### config.mk
export PLATFORM = sky130hd
export DESIGN_NAME = string_literal_destringizer
export DESIGN_NICKNAME = d
export VERILOG_FILES = /design/src/sld_pkg.sv /design/src/sld_front.sv /design/src/sld_queue.sv /design/src/sld_back.sv /design/src/string_literal_destringizer.sv
export SDC_FILE = /design/constraint.sdc
export NUM_CORES = 1
export LEC_CHECK = 0
export BUFFER_PORTS_ARGS = -buffer_cell sky130_fd_sc_hd__buf_2
export CORE_MARGIN = 4
export CORE_UTILIZATION = 25
export DETAILED_ROUTE_END_ITERATION = 7
export PLACE_DENSITY_LB_ADDON = 0.1
export SYNTH_ARGS = -nofsm -noshare
export SYNTH_HDL_FRONTEND = slang
export SYNTH_SLANG_ARGS = --single-unit
### constraint.sdc
create_clock -name i_clk -period 16.9 [get_ports i_clk]
set_clock_uncertainty 0.05 [all_clocks]
set_input_delay 4.225 -clock i_clk [delete_from_list [all_inputs] [get_ports i_clk]]
set_output_delay 4.225 -clock i_clk [all_outputs]
set_load 0.02 [all_outputs]
### src/sld_pkg.sv
// Shared types and constants for the string literal destringizer.
package sld_pkg;

    localparam int MAX_DELIM  = 16;
    localparam int HOLD_DEPTH = MAX_DELIM + 1;
    localparam int DELIM_W    = $clog2(MAX_DELIM + 1);
    localparam int FILL_W     = $clog2(HOLD_DEPTH + 1);
    localparam int QDEPTH     = 4;
    localparam int QPTR_W     = $clog2(QDEPTH);
    localparam int QCNT_W     = $clog2(QDEPTH + 1);

    localparam logic [7:0] CH_BSLASH  = 8'h5C;
    localparam logic [7:0] CH_QUOTE   = 8'h22;
    localparam logic [7:0] CH_LPAREN  = 8'h28;
    localparam logic [7:0] CH_R       = 8'h52;
    localparam logic [7:0] CH_L       = 8'h4C;
    localparam logic [7:0] CH_UPPER_U = 8'h55;
    localparam logic [7:0] CH_LOWER_U = 8'h75;
    localparam logic [7:0] CH_8       = 8'h38;
    localparam logic [7:0] CH_NL      = 8'h0A;
    localparam logic [7:0] CH_SPACE   = 8'h20;

    // One queue entry: one or two output bytes; last tags the final byte.
    typedef struct packed {
        logic [7:0] b0;
        logic [7:0] b1;
        logic       two;
        logic       last;
    } t_cmd;

endpackage

### src/sld_front.sv
// Front end: parses the literal spelling and queues the bytes to emit.
module sld_front (
    input  logic          i_clk,
    input  logic          i_rst_n,
    input  logic          i_valid,
    output logic          o_ready,
    input  logic [7:0]    i_byte,
    input  logic          i_last,
    input  logic          i_full,
    output logic          o_push,
    output sld_pkg::t_cmd o_cmd
);

    typedef enum logic [6:0] {
        PH_PREFIX    = 7'b0000001,
        PH_AFTER_U   = 7'b0000010,
        PH_START     = 7'b0000100,
        PH_RAW_OPEN  = 7'b0001000,
        PH_RAW_DELIM = 7'b0010000,
        PH_RAW_BODY  = 7'b0100000,
        PH_ORD_BODY  = 7'b1000000
    } t_phase;

    t_phase                       r_phase, n_phase;
    logic                         r_pend, n_pend;
    logic [sld_pkg::DELIM_W-1:0]  r_delim, n_delim;
    logic [sld_pkg::FILL_W-1:0]   r_fill, n_fill;
    logic [7:0]                   r_hold [sld_pkg::HOLD_DEPTH];

    logic acc;
    logic do_open;
    logic hold_shift;

    assign o_ready = ~i_full;
    assign acc     = i_valid & ~i_full;

    always_comb begin
        n_phase    = r_phase;
        n_pend     = r_pend;
        n_delim    = r_delim;
        n_fill     = r_fill;
        o_push     = 1'b0;
        o_cmd      = '{b0: sld_pkg::CH_SPACE, b1: sld_pkg::CH_NL, two: 1'b0, last: 1'b0};
        do_open    = 1'b0;
        hold_shift = 1'b0;
        if (acc) begin
            if (i_last) begin
                o_push   = 1'b1;
                o_cmd.last = 1'b1;
                if (r_phase == PH_ORD_BODY && r_pend) begin
                    o_cmd.b0  = sld_pkg::CH_BSLASH;
                    o_cmd.two = 1'b1;
                end else begin
                    o_cmd.b0 = sld_pkg::CH_NL;
                end
                n_phase = PH_PREFIX;
                n_pend  = 1'b0;
                n_delim = '0;
                n_fill  = '0;
            end else begin
                case (r_phase)
                    PH_AFTER_U: begin
                        if (i_byte == sld_pkg::CH_8) n_phase = PH_START;
                        else do_open = 1'b1;
                    end
                    PH_START: begin
                        do_open = 1'b1;
                    end
                    PH_RAW_OPEN: begin
                        n_phase = PH_RAW_DELIM;
                    end
                    PH_RAW_DELIM: begin
                        if (i_byte == sld_pkg::CH_LPAREN) begin
                            o_push  = 1'b1;
                            n_fill  = '0;
                            n_phase = PH_RAW_BODY;
                        end else if (r_delim < sld_pkg::DELIM_W'(sld_pkg::MAX_DELIM)) begin
                            n_delim = r_delim + 1'b1;
                        end
                    end
                    PH_RAW_BODY: begin
                        hold_shift = 1'b1;
                        // line is full once it holds delim+1 bytes; oldest one leaves
                        if (r_fill > sld_pkg::FILL_W'(r_delim)) begin
                            o_push   = 1'b1;
                            o_cmd.b0 = r_hold[r_delim];
                        end else begin
                            n_fill = r_fill + 1'b1;
                        end
                    end
                    PH_ORD_BODY: begin
                        if (r_pend) begin
                            n_pend = 1'b0;
                            o_push = 1'b1;
                            if (!(i_byte inside {sld_pkg::CH_BSLASH, sld_pkg::CH_QUOTE})) begin
                                o_cmd.b0  = sld_pkg::CH_BSLASH;
                                o_cmd.b1  = i_byte;
                                o_cmd.two = 1'b1;
                            end else begin
                                o_cmd.b0 = i_byte;
                            end
                        end else if (i_byte == sld_pkg::CH_BSLASH) begin
                            n_pend = 1'b1;
                        end else begin
                            o_push   = 1'b1;
                            o_cmd.b0 = i_byte;
                        end
                    end
                    default: begin
                        if (i_byte inside {sld_pkg::CH_L, sld_pkg::CH_UPPER_U})
                            n_phase = PH_START;
                        else if (i_byte == sld_pkg::CH_LOWER_U)
                            n_phase = PH_AFTER_U;
                        else
                            do_open = 1'b1;
                    end
                endcase
                if (do_open) begin
                    if (i_byte == sld_pkg::CH_R) begin
                        n_phase = PH_RAW_OPEN;
                    end else begin
                        o_push  = 1'b1;
                        n_phase = PH_ORD_BODY;
                    end
                end
            end
        end
    end

    always_ff @(posedge i_clk) begin
        if (!i_rst_n) begin
            r_phase <= PH_PREFIX;
            r_pend  <= 1'b0;
            r_delim <= '0;
            r_fill  <= '0;
        end else begin
            r_phase <= n_phase;
            r_pend  <= n_pend;
            r_delim <= n_delim;
            r_fill  <= n_fill;
        end
    end

    // holdback line, newest byte at index 0
    always_ff @(posedge i_clk) begin
        if (hold_shift) begin
            r_hold[0] <= i_byte;
            for (int i = 1; i < sld_pkg::HOLD_DEPTH; i++) r_hold[i] <= r_hold[i-1];
        end
    end

endmodule

### src/sld_queue.sv
// Small FIFO of output commands between the parser and the output stage.
module sld_queue (
    input  logic          i_clk,
    input  logic          i_rst_n,
    input  logic          i_push,
    input  sld_pkg::t_cmd i_cmd,
    output logic          o_full,
    output logic          o_valid,
    output sld_pkg::t_cmd o_cmd,
    input  logic          i_pop
);

    sld_pkg::t_cmd               r_mem [sld_pkg::QDEPTH];
    logic [sld_pkg::QPTR_W-1:0]  r_wptr, r_rptr;
    logic [sld_pkg::QCNT_W-1:0]  r_cnt, n_cnt;
    logic                        do_push, do_pop;

    assign o_full  = (r_cnt == sld_pkg::QCNT_W'(sld_pkg::QDEPTH));
    assign o_valid = (r_cnt != '0);
    assign o_cmd   = r_mem[r_rptr];
    assign do_push = i_push & ~o_full;
    assign do_pop  = i_pop & o_valid;

    always_comb begin
        n_cnt = r_cnt;
        if (do_push & ~do_pop) n_cnt = r_cnt + 1'b1;
        else if (~do_push & do_pop) n_cnt = r_cnt - 1'b1;
    end

    always_ff @(posedge i_clk) begin
        if (!i_rst_n) begin
            r_wptr <= '0;
            r_rptr <= '0;
            r_cnt  <= '0;
        end else begin
            if (do_push) r_wptr <= r_wptr + 1'b1;
            if (do_pop)  r_rptr <= r_rptr + 1'b1;
            r_cnt <= n_cnt;
        end
    end

    always_ff @(posedge i_clk) begin
        if (do_push) r_mem[r_wptr] <= i_cmd;
    end

endmodule

### src/sld_back.sv
// Back end: splits queued commands into single output beats.
module sld_back (
    input  logic          i_clk,
    input  logic          i_rst_n,
    input  logic          i_valid,
    input  sld_pkg::t_cmd i_cmd,
    output logic          o_pop,
    output logic          o_tvalid,
    input  logic          i_tready,
    output logic [7:0]    o_byte,
    output logic          o_last
);

    logic       r_valid;
    logic       r_half;
    logic [7:0] r_byte;
    logic       r_last;
    logic       load;
    logic       final_beat;

    assign load       = i_valid & (~r_valid | i_tready);
    assign final_beat = ~i_cmd.two | r_half;
    assign o_pop      = load & final_beat;
    assign o_tvalid   = r_valid;
    assign o_byte     = r_byte;
    assign o_last     = r_last;

    always_ff @(posedge i_clk) begin
        if (!i_rst_n) begin
            r_valid <= 1'b0;
            r_half  <= 1'b0;
        end else begin
            if (load) begin
                r_valid <= 1'b1;
                r_half  <= ~final_beat;
            end else if (i_tready) begin
                r_valid <= 1'b0;
            end
        end
    end

    always_ff @(posedge i_clk) begin
        if (load) begin
            r_byte <= r_half ? i_cmd.b1 : i_cmd.b0;
            r_last <= i_cmd.last & final_beat;
        end
    end

endmodule

### src/string_literal_destringizer.sv
// Top level of the C string literal destringizer.
// Feed the bytes of one string literal token on the slave stream, tlast on the
// closing quote; the master stream carries the destringized text, tlast on the
// closing newline. One input beat is taken per cycle while the 4-entry command
// queue has room; a byte yields zero, one or two output beats, and the output
// register sends one beat per cycle while i_m_tready is high, so bytes that
// expand to two beats (escapes kept as written, a backslash before the closing
// quote) run at half rate on the output side. Output bytes pass through the
// command queue, then the output register. Raw literals hold back delimiter
// length plus one body bytes in a shift line; delimiters over 16 count as 16.
module string_literal_destringizer (
    input  logic       i_clk,
    input  logic       i_rst_n,
    input  logic       i_s_tvalid,
    output logic       o_s_tready,
    input  logic [7:0] i_s_tdata,   // [7:0] in_byte
    input  logic       i_s_tlast,
    output logic       o_m_tvalid,
    input  logic       i_m_tready,
    output logic [7:0] o_m_tdata,   // [7:0] out_byte
    output logic       o_m_tlast
);

    logic          push, full, q_valid, pop;
    sld_pkg::t_cmd push_cmd, head_cmd;

    sld_front u_front (
        .i_clk   (i_clk),
        .i_rst_n (i_rst_n),
        .i_valid (i_s_tvalid),
        .o_ready (o_s_tready),
        .i_byte  (i_s_tdata),
        .i_last  (i_s_tlast),
        .i_full  (full),
        .o_push  (push),
        .o_cmd   (push_cmd)
    );

    sld_queue u_queue (
        .i_clk   (i_clk),
        .i_rst_n (i_rst_n),
        .i_push  (push),
        .i_cmd   (push_cmd),
        .o_full  (full),
        .o_valid (q_valid),
        .o_cmd   (head_cmd),
        .i_pop   (pop)
    );

    sld_back u_back (
        .i_clk    (i_clk),
        .i_rst_n  (i_rst_n),
        .i_valid  (q_valid),
        .i_cmd    (head_cmd),
        .o_pop    (pop),
        .o_tvalid (o_m_tvalid),
        .i_tready (i_m_tready),
        .o_byte   (o_m_tdata),
        .o_last   (o_m_tlast)
    );

endmodule
==> results.yml <==
timing:
  hold_viol_final: 0
  fmax_mhz: 139
  slew_viol_final: 0
  maxSlewHeadroom_pct: 24.2
  setup_tns_ns: 0
  worst_pin_slew_ns: 1.14
  period_needed_ns: 7.21
  finalCritPeriodShare_pct: 42.7
  grt_setup_unrepaired: "false"
  finalSetupViolCount: 0
worst_hold_path:
  min_path_type: "flop to flop"
critical_path:
  worstSetupEndpointType: "flop"
  critical_path_required_ns: 17.31
  crit_fanout: 9
  criticalPathCategory: "input pin to flop"
  r2r_slack_ns: 12.88
  critPathLaunchType: "input pin"
  crit_arrival_ns: 7.62
layout:
  multi_input_area_um2: 2930
  final_common_cell: "edfxtp_1"
  diodes: 0
  layout_common_cells: "edfxtp_1, mux4_2, dfxtp_1, clkbuf_16"
  post_route_cells_drive_above_1_share_pct: 22.2
  nNetsFinal: 666
  regArea_um2: 7200
  fin_area_um2: 12000
  nFillCells: 3979
  areaGrowthSynthToFinish_pct: 16.5
synth:
  synth-edff-count: 217
  synth_nets: 628
  syn_area_um2: 10300
  synthCells: 602
  ys.flop_type: "edfxtp_1"
  yosysWarnings: 0
  synth_cell_types: 62
  ys_async_sr_fraction_pct: 0
  ys_seq_elements: 251
  ys_seq_area_share_pct: 70.1
  syn_area_per_cell_um2: 17.1
grt:
  grt_overflow: 0
  antenna_found_initial: 0
  grt_pass1_vias: 5732
  grt_max_degree: 91
  grt_pass1_wl_um: 34200
  grt.total_usage_pct: 9.74
clocking:
  cts_resized: 0
  cts_tree: "built"
  ctsRootBufferMaster: "clkbuf_16"
  cts_max_level: 1
  ctsHoldBuffers: 0
  cts_setup_buffers: 0
  insertion_delay_ns: 0.53
  cts_made_buffers: 29
  clkSlewWorstSetupHoldPaths_ns: 0.06
  cts_buffer_depth: 3
  clock-sinks: 251
drt:
  avgViaCountPerCell: 4.54
  wl_per_cell_um: 18.6
  num_vias: 5392
  drt-total-wl_um: 22100
  final_antenna_net_count: 0
  first_iter_violations: 274
  first_pass_iters: 7
  route.detailed.drc: 0
floorplan:
  dieArea_um2: 44400
  rows: 73
  fp.coreArea_um2: 40200
  ioPinCount: 24
  die_w_um: 211
  die_h_um: 211
  initial_core_util_pct: 25.5
flow_run:
  cap_violations: 0
power:
  leakage_nw: 3.77
  peakVddDrop_mv: 0.0700
  p_per_area_nw_per_um2: 129
place:
  dpl.hpwl_um: 14200
  gp_congestion: 0.828
  portBuffers: 23
  placed_cell_area_um2: 11000
run_status:
  status: "finished, final reports clean"
-- registers in the layout (all words and copies together) (netlist names), named ones only --
signal / count
u_back.o_last: 1
u_queue.r_cnt: 3
u_front.r_hold: 136
u_back.r_half: 1
u_queue.r_wptr: 2
u_front.r_fill: 5
u_queue.r_mem: 72
u_back.o_tvalid: 1
u_front.r_phase: 7
u_front.r_pend: 1
u_front.r_delim: 5
u_queue.r_rptr: 2
u_back.o_byte: 8
-- Yosys cell counts (5+ instances only) --
| cell | n | share of area (%) |
|---|---|---|
| edfxtp_1 | 217 | 63 |
| mux4_2 | 51 | 11 |
| dfxtp_1 | 34 | 6.6 |
| nand2_1 | 25 | 0.91 |
| nor2_1 | 25 | 0.91 |
| clkbuf_1 | 17 | 0.62 |
| and2_1 | 16 | 0.98 |
| inv_1 | 15 | 0.55 |
| nand3_1 | 14 | 0.68 |
| a21oi_1 | 13 | 0.63 |
| o21ai_0 | 13 | 0.63 |
| ha_1 | 12 | 1.5 |
| nor2b_1 | 12 | 0.73 |
| a22oi_1 | 10 | 0.73 |
| mux2i_1 | 10 | 0.98 |
| mux2_2 | 9 | 0.99 |
| a31oi_1 | 8 | 0.49 |
| a21boi_0 | 7 | 0.51 |
| nand2b_1 | 7 | 0.43 |
| nor3_1 | 7 | 0.34 |
| or3_1 | 6 | 0.37 |
| a21o_1 | 5 | 0.37 |
| or2_2 | 5 | 0.30 |
-- metal layers --
metal | global-route usage [%] | vias to the layer above | share of wire, %
li1 | - | 2478 | -
met1 | 13.3 | 2776 | 47
met2 | 16.1 | 108 | 47
met3 | 1.80 | 30 | 4.2
met4 | 2.44 | 0 | 2.4
met5 | 0 | - | 0
-- logic make-up after synthesis --
group | share of synthesized area, %
compound gates | 5.03
xor+xnor | 0.512
fa+ha+maj | 1.66
buf+inv | 1.43
flops | 70.1
mux | 13.2
simple gates | 8.12
-- path summary, 6_finish.rpt --
| kind | from | endpoint | cells after the start |
|---|---|---|---|
| max | i_s_tdata[6] | u_queue.r_cnt[2] | 12 |
| min | u_front.r_hold[7][7] | u_front.r_hold[8][7] | 0 |
| max reg2reg | u_front.r_phase[6] | u_queue.r_cnt[2] | 11 |
| min reg2reg | u_front.r_hold[7][7] | u_front.r_hold[8][7] | 0 |
-- power breakdown --
group | switching, W | total (W) | internal [W]
Combinational | 0.000100 | 0.000179 | 0.0000788
Sequential | 0.0000226 | 0.000743 | 0.000720
Clock | 0.000242 | 0.000623 | 0.000381
Total | 0.000365 | 0.00154 | 0.00118
-- critical path, stage by stage --
cell       delay [ns]
buf_2            0.17
or4b_1           0.60
or2_2            0.32
o21a_1           0.21
nor3b_1          0.16
o2bb2ai_1        0.51
ha_1             0.29
inv_1            0.07
fa_1             0.43
xor2_1           0.17
or3_1            0.30
a21boi_0         0.17
-- layout make-up --
cell class | instances | area share, %
timing repair buffer | 29 | 1.34
multi-input combinational | 313 | 24.5
inverter | 16 | 0.502
clock buffer | 38 | 6.78
sequential | 251 | 60.2
clock inverter | 15 | 1.25
tap | 525 | 5.49
-- through the flow --
stage          util [%]  setup slack, ns  hold slack [ns]  total power [W]  std cells
3_3_place_gp       27.4             9.22            0.376         0.000938       1134
4_1_cts            29.8             9.68            0.392          0.00157       1187
2_1_floorplan         -             2.20            0.371         0.000879        602
5_1_grt            29.8             9.49            0.405          0.00162       1187
6_report           29.8             9.69            0.394          0.00154       1187
3_5_place_dp       27.4             9.12            0.379         0.000941       1134
Note: power is estimated with default switching activity, not from simulation.
